<file path="config.mk">
export PLATFORM = sky130hd
export DESIGN_NAME = osrq_cell
export DESIGN_NICKNAME = d
export VERILOG_FILES = /design/src/rtl/core/assert_macros.svh /design/src/rtl/core/osrq_pkg.sv /design/src/rtl/core/osrq_cell.sv
export SDC_FILE = /design/constraint.sdc
export NUM_CORES = 1
export LEC_CHECK = 0
export ABC_AREA = 1
export CORE_MARGIN = 2
export CORE_UTILIZATION = 50
export DETAILED_ROUTE_END_ITERATION = 10
export DONT_BUFFER_PORTS = 1
export MAX_ROUTING_LAYER = met4
export SLEW_MARGIN = 20
export SYNTH_ARGS = -nofsm -noshare
export SYNTH_HDL_FRONTEND = slang
export SYNTH_SLANG_ARGS = --single-unit
</file>
<file path="constraint.sdc">
create_clock -name i_clk -period 3.06 [get_ports i_clk]
set_input_delay 0.612 -clock i_clk [delete_from_list [all_inputs] [get_ports i_clk]]
set_output_delay 0.612 -clock i_clk [all_outputs]
set_load 0.05 [all_outputs]
</file>
<file path="src/rtl/core/assert_macros.svh">
// assert_macros.svh: assertion macros for the ordered set rank query block.
// Used by the top level; no other dependencies.
`ifndef ASSERT_MACROS_SVH
`define ASSERT_MACROS_SVH

// ante holds in a cycle -> cons holds in the same cycle
`define ASSERT_SAME(label, clk, rst_n, ante, cons) \
    label: assert property (@(posedge clk) disable iff (!(rst_n)) (ante) |-> (cons)) \
        else $error("assertion failed");

// ante holds in a cycle -> cons holds in the next cycle
`define ASSERT_NEXT(label, clk, rst_n, ante, cons) \
    label: assert property (@(posedge clk) disable iff (!(rst_n)) (ante) |=> (cons)) \
        else $error("assertion failed");

`endif

</file>
<file path="src/rtl/core/osrq_pkg.sv">
// osrq_pkg: shared constants, codes, cell command type and helper function
// for the ordered set rank query block. No dependencies.
`timescale 1ns / 1ps
`default_nettype none

package osrq_pkg;

    localparam int CAPACITY_DEF = 1024;
    localparam int KEY_W        = 32;
    localparam int OP_W         = 3;
    localparam int RANK_W       = 11;
    localparam int STATUS_W     = 2;
    localparam int RED_GROUP    = 32;

    localparam logic [OP_W-1:0] OP_INSERT = 3'd0;
    localparam logic [OP_W-1:0] OP_ERASE  = 3'd1;
    localparam logic [OP_W-1:0] OP_UPDATE = 3'd2;
    localparam logic [OP_W-1:0] OP_SMALL  = 3'd3;
    localparam logic [OP_W-1:0] OP_LARGE  = 3'd4;

    localparam logic [STATUS_W-1:0] ST_DONE     = 2'd0;
    localparam logic [STATUS_W-1:0] ST_NOEFFECT = 2'd1;
    localparam logic [STATUS_W-1:0] ST_EMPTY    = 2'd2;
    localparam logic [STATUS_W-1:0] ST_FULL     = 2'd3;

    // broadcast to every cell of the row
    typedef struct packed {
        logic             cmp;
        logic             ins;
        logic             ers;
        logic [KEY_W-1:0] probe;
    } t_cell_cmd;

    // number of registered OR levels needed to reduce n entries
    function automatic int red_levels(input int n);
        int m;
        int l;
        m = n;
        l = 0;
        while (m > 1) begin
            m = (m + RED_GROUP - 1) / RED_GROUP;
            l = l + 1;
        end
        if (l < 1) begin
            l = 1;
        end
        return l;
    endfunction

endpackage

`default_nettype wire

</file>
<file path="src/rtl/core/osrq_cell.sv">
// osrq_cell: one slot of the sorted key row. Holds a key, compares it with the
// broadcast probe, and shifts with its neighbors. Depends on osrq_pkg.
`timescale 1ns / 1ps
`default_nettype none

module osrq_cell #(
    parameter int IDX = 0,
    parameter int CW  = 11,
    parameter int AW  = 10
) (
    input  wire logic                        i_clk,
    input  wire osrq_pkg::t_cell_cmd         i_cmd,
    input  wire logic [CW-1:0]               i_count,
    input  wire logic [AW-1:0]               i_idx,
    input  wire logic [osrq_pkg::KEY_W-1:0]  i_left_key,
    input  wire logic                        i_left_lt,
    input  wire logic [osrq_pkg::KEY_W-1:0]  i_right_key,
    output logic [osrq_pkg::KEY_W-1:0]       o_key,
    output logic                             o_lt,
    output logic [osrq_pkg::KEY_W:0]         o_red
);

    logic [osrq_pkg::KEY_W-1:0] r_key;
    logic                       r_lt;
    logic [osrq_pkg::KEY_W:0]   r_red;
    logic                       occupied;
    logic                       is_eq;
    logic                       is_sel;

    assign occupied = CW'(IDX) < i_count;
    assign is_eq    = occupied && (r_key == i_cmd.probe);
    assign is_sel   = (AW'(IDX) == i_idx);

    always_ff @(posedge i_clk) begin
        if (i_cmd.cmp) begin
            r_lt  <= occupied && ($signed(r_key) < $signed(i_cmd.probe));
            r_red <= {is_eq, (is_sel ? r_key : {osrq_pkg::KEY_W{1'b0}})};
        end
        if (i_cmd.ins && !r_lt) begin
            r_key <= i_left_lt ? i_cmd.probe : i_left_key;
        end else if (i_cmd.ers && !r_lt) begin
            r_key <= i_right_key;
        end
    end

    assign o_key = r_key;
    assign o_lt  = r_lt;
    assign o_red = r_red;

endmodule

`default_nettype wire

</file>
==> impl_metrics.csv <==
group,metric,value,unit
outcome,status,"finished clean",
synthesis,synth_top_family_by_area,"simple AND/OR/NAND/NOR gates",
synthesis,synth.mux.area_fraction,0,
worst_hold_path,hp-class,"in2reg",
placed_design,port_buffers,0,
synthesis,synth_nets,590,
worst_setup_path,crit_top_cell,"nand2_1",
run,drv_cap,0,
floorplan,rows,32,
floorplan,die_w,92.9,µm
final_layout,fin_nets,590,
routing,dr.pass1.iters,6,
final_layout,syn_to_final_growth,6.88,%
floorplan,coreArea,7690,µm²
clocking,clockBufferDepth,2,
clocking,path_clk_slew,0.07,ns
worst_setup_path,critPathCaptureType,"flip-flop",
timing,min_period,2.10,ns
placed_design,dp_hpwl,6450,µm
routing,dr.first_iter.drc_count,133,
timing,fmax,477,MHz
synthesis,synth-simple-area-share,0.223,
final_layout,drive_gt1_frac,0.129,
final_layout,final_common_cell,"nand2_1",
timing,hold_slack,0.383,ns
final_layout,num-fill-cells,731,
worst_setup_path,cp-start-kind,"flip-flop",
worst_setup_path,worstPathCellList,"ha_1 > nand2_1 > nor2_1 > nand2_1 > nor2_1 > nand2_1 > a21oi_1 > nor2_2",
final_layout,n_antenna_cell,0,
clocking,cts.sinks,66,
power_and_ir_drop,peakVddDrop,0.307,mV
global_routing,grt_pass1_vias,2736,
floorplan,floorplan.initialDensity,0.514,
worst_setup_path,critPathArrivalTime,2.19,ns
global_routing,grtUsageTotal,0.215,
timing,setup_slack,0.965,ns
synthesis,yosysUniqueCellTypes,22,
synthesis,synth_compound_area_frac,0.0780,
routing,viasPerCell,5.23,
worst_setup_path,worstPathMaxFanout,3,
clocking,cts_buffers,9,
timing,slew_headroom,0.575,
final_layout,final_cell_mix,"103 x nand2_1, 75 x inv_1, 66 x edfxtp_1, 49 x nor2_1",
worst_setup_path,max_stage_delay,0.63,ns
timing,period_share,0.685,
synthesis,ys_ff_latch,66,
power_and_ir_drop,design_power_total,2450,µW
power_and_ir_drop,p_leak,0.00190,µW
routing,vias,2840,
clocking,cts_resized,0,
synthesis,synth-xor-area-share,0,
worst_setup_path,crit_family,"flip-flops",
clocking,clockRootBuffer,"clkbuf_8",
synthesis,synth.avg_cell_area,9.05,µm²
timing,finalSetupTns,0,ns
worst_setup_path,cp.required,3.16,ns
routing,drc,0,
timing,fin_skew,0.00661,ns
routing,routed_wl,8780,µm
clocking,htree_levels,3,
synthesis,synth_cells,436,
global_routing,overflow,0,
synthesis,netlist_area,3950,µm²
timing,slew_violations,0,
routing,wl_per_cell,16.2,µm
clocking,cts_tree,"yes",
worst_setup_path,path_buf_inv,0,
synthesis,ys_warn_count,0,
placed_design,post-place-cells,527,
clocking,clock_latency,0.34,ns
routing,ant_nets,0,
power_and_ir_drop,cellPowerDensity,580,nW/µm²
timing,setup_viol,0,
global_routing,grt_first_pass_wirelength,13600,µm
clocking,ctsHoldBuffers,0,
floorplan,die_y,92.9,µm
worst_setup_path,worstSetupPathType,"reg2reg",
clocking,cts_setup_buffers,0,
worst_setup_path,critical-path-slowest-cell,"edfxtp_1",
floorplan,dieArea,8620,µm²
timing,final-hold-violation-count,0,
floorplan,io-pin-count,188,
synthesis,synth-seq-area-share,0.502,
final_layout,final_cells,543,
global_routing,grt_max_degree,39,
timing,tightest_slew,0.635,ns
timing,rsz0062_at_grt,"false",
synthesis,synthAdderAreaFrac,0.101,
placed_design,place.gp.congestion,0.780,
global_routing,antenna_found_initial,0,
placed_design,place_ws,0.961,ns
[cell type report]
| class | instances | area, µm² | share of cell area |
|---|---|---|---|
| Multi-Input combinational cell | 279 | 1590 | 0.378 |
| Sequential cell | 66 | 1980 | 0.470 |
| Timing Repair Buffer | 5 | 50.0 | 0.0119 |
| Inverter | 75 | 282 | 0.0667 |
| Clock buffer | 9 | 124 | 0.0294 |
| Tap cell | 102 | 128 | 0.0302 |
| Clock inverter | 7 | 60.1 | 0.0142 |
[final timing paths]
path                             from                      to  slack [ns]  cells after the start
setup reg to reg  o_key[31]$_DFFE_PP_          o_lt$_DFFE_PP_        0.96                      8
hold / removal              i_cmd[34]  o_red[5]$_SDFFCE_PP0P_        0.38                      0
setup / recovery  o_key[31]$_DFFE_PP_          o_lt$_DFFE_PP_        0.96                      8
hold reg to reg    o_key[6]$_DFFE_PP_  o_red[6]$_SDFFCE_PP0P_        0.96                      2
[flip-flops by register name, indices dropped and copies added, names as in the netlist]
signal / flops
o_key: 32
o_lt: 1
o_red: 33
[Yosys cell counts]
library cell,n,area (µm²)
nand3_2,1,10.0
nor2_4,3,33.8
o21a_1,2,15.0
nor3_2,1,10.0
edfxtp_1,66,1980
nor4b_2,1,15.0
ha_1,32,400
buf_2,12,60.1
clkbuf_1,1,3.75
or3_1,1,6.26
nor4_2,2,25.0
nand2_1,103,387
nand3_1,2,10.0
nor2_1,50,188
a21oi_1,15,75.1
a31oi_1,32,200
inv_1,75,282
nor2_2,29,181
a21o_1,1,7.51
nand4_1,2,12.5
o21ai_0,2,10.0
buf_6,3,33.8
[stage by stage]
step	utilization	area, µm²
3_3_place_gp	0.525	4040
3_5_place_dp	0.525	4040
6_report	0.549	4220
4_1_cts	0.549	4220
2_1_floorplan	-	3950
5_1_grt	0.549	4220
[cells by family (layout without fill, tap and decap cells)]
group / Yosys count / in the layout
buffers and inverters: 91 / 96
DFF: 66 / 66
and+or+nand+nor: 195 / 195
AOI/OAI and AO/OA: 52 / 52
adders and majority gates: 32 / 32
[metal layers]
| layer | global-route usage | share of wire |
|---|---|---|
| met4 | 0.0784 | 0.014 |
| met1 | 0.260 | 0.42 |
| met2 | 0.333 | 0.47 |
| met5 | - | 0 |
| met3 | 0.0765 | 0.093 |
[where the power goes]
part / switching (µW) / internal (µW) / total, µW
combinational: 211 / 130 / 341
sequential: 309 / 1100 / 1410
clock: 331 / 366 / 698
total: 851 / 1590 / 2450
No activity file was read; power rests on OpenSTA's default activity.
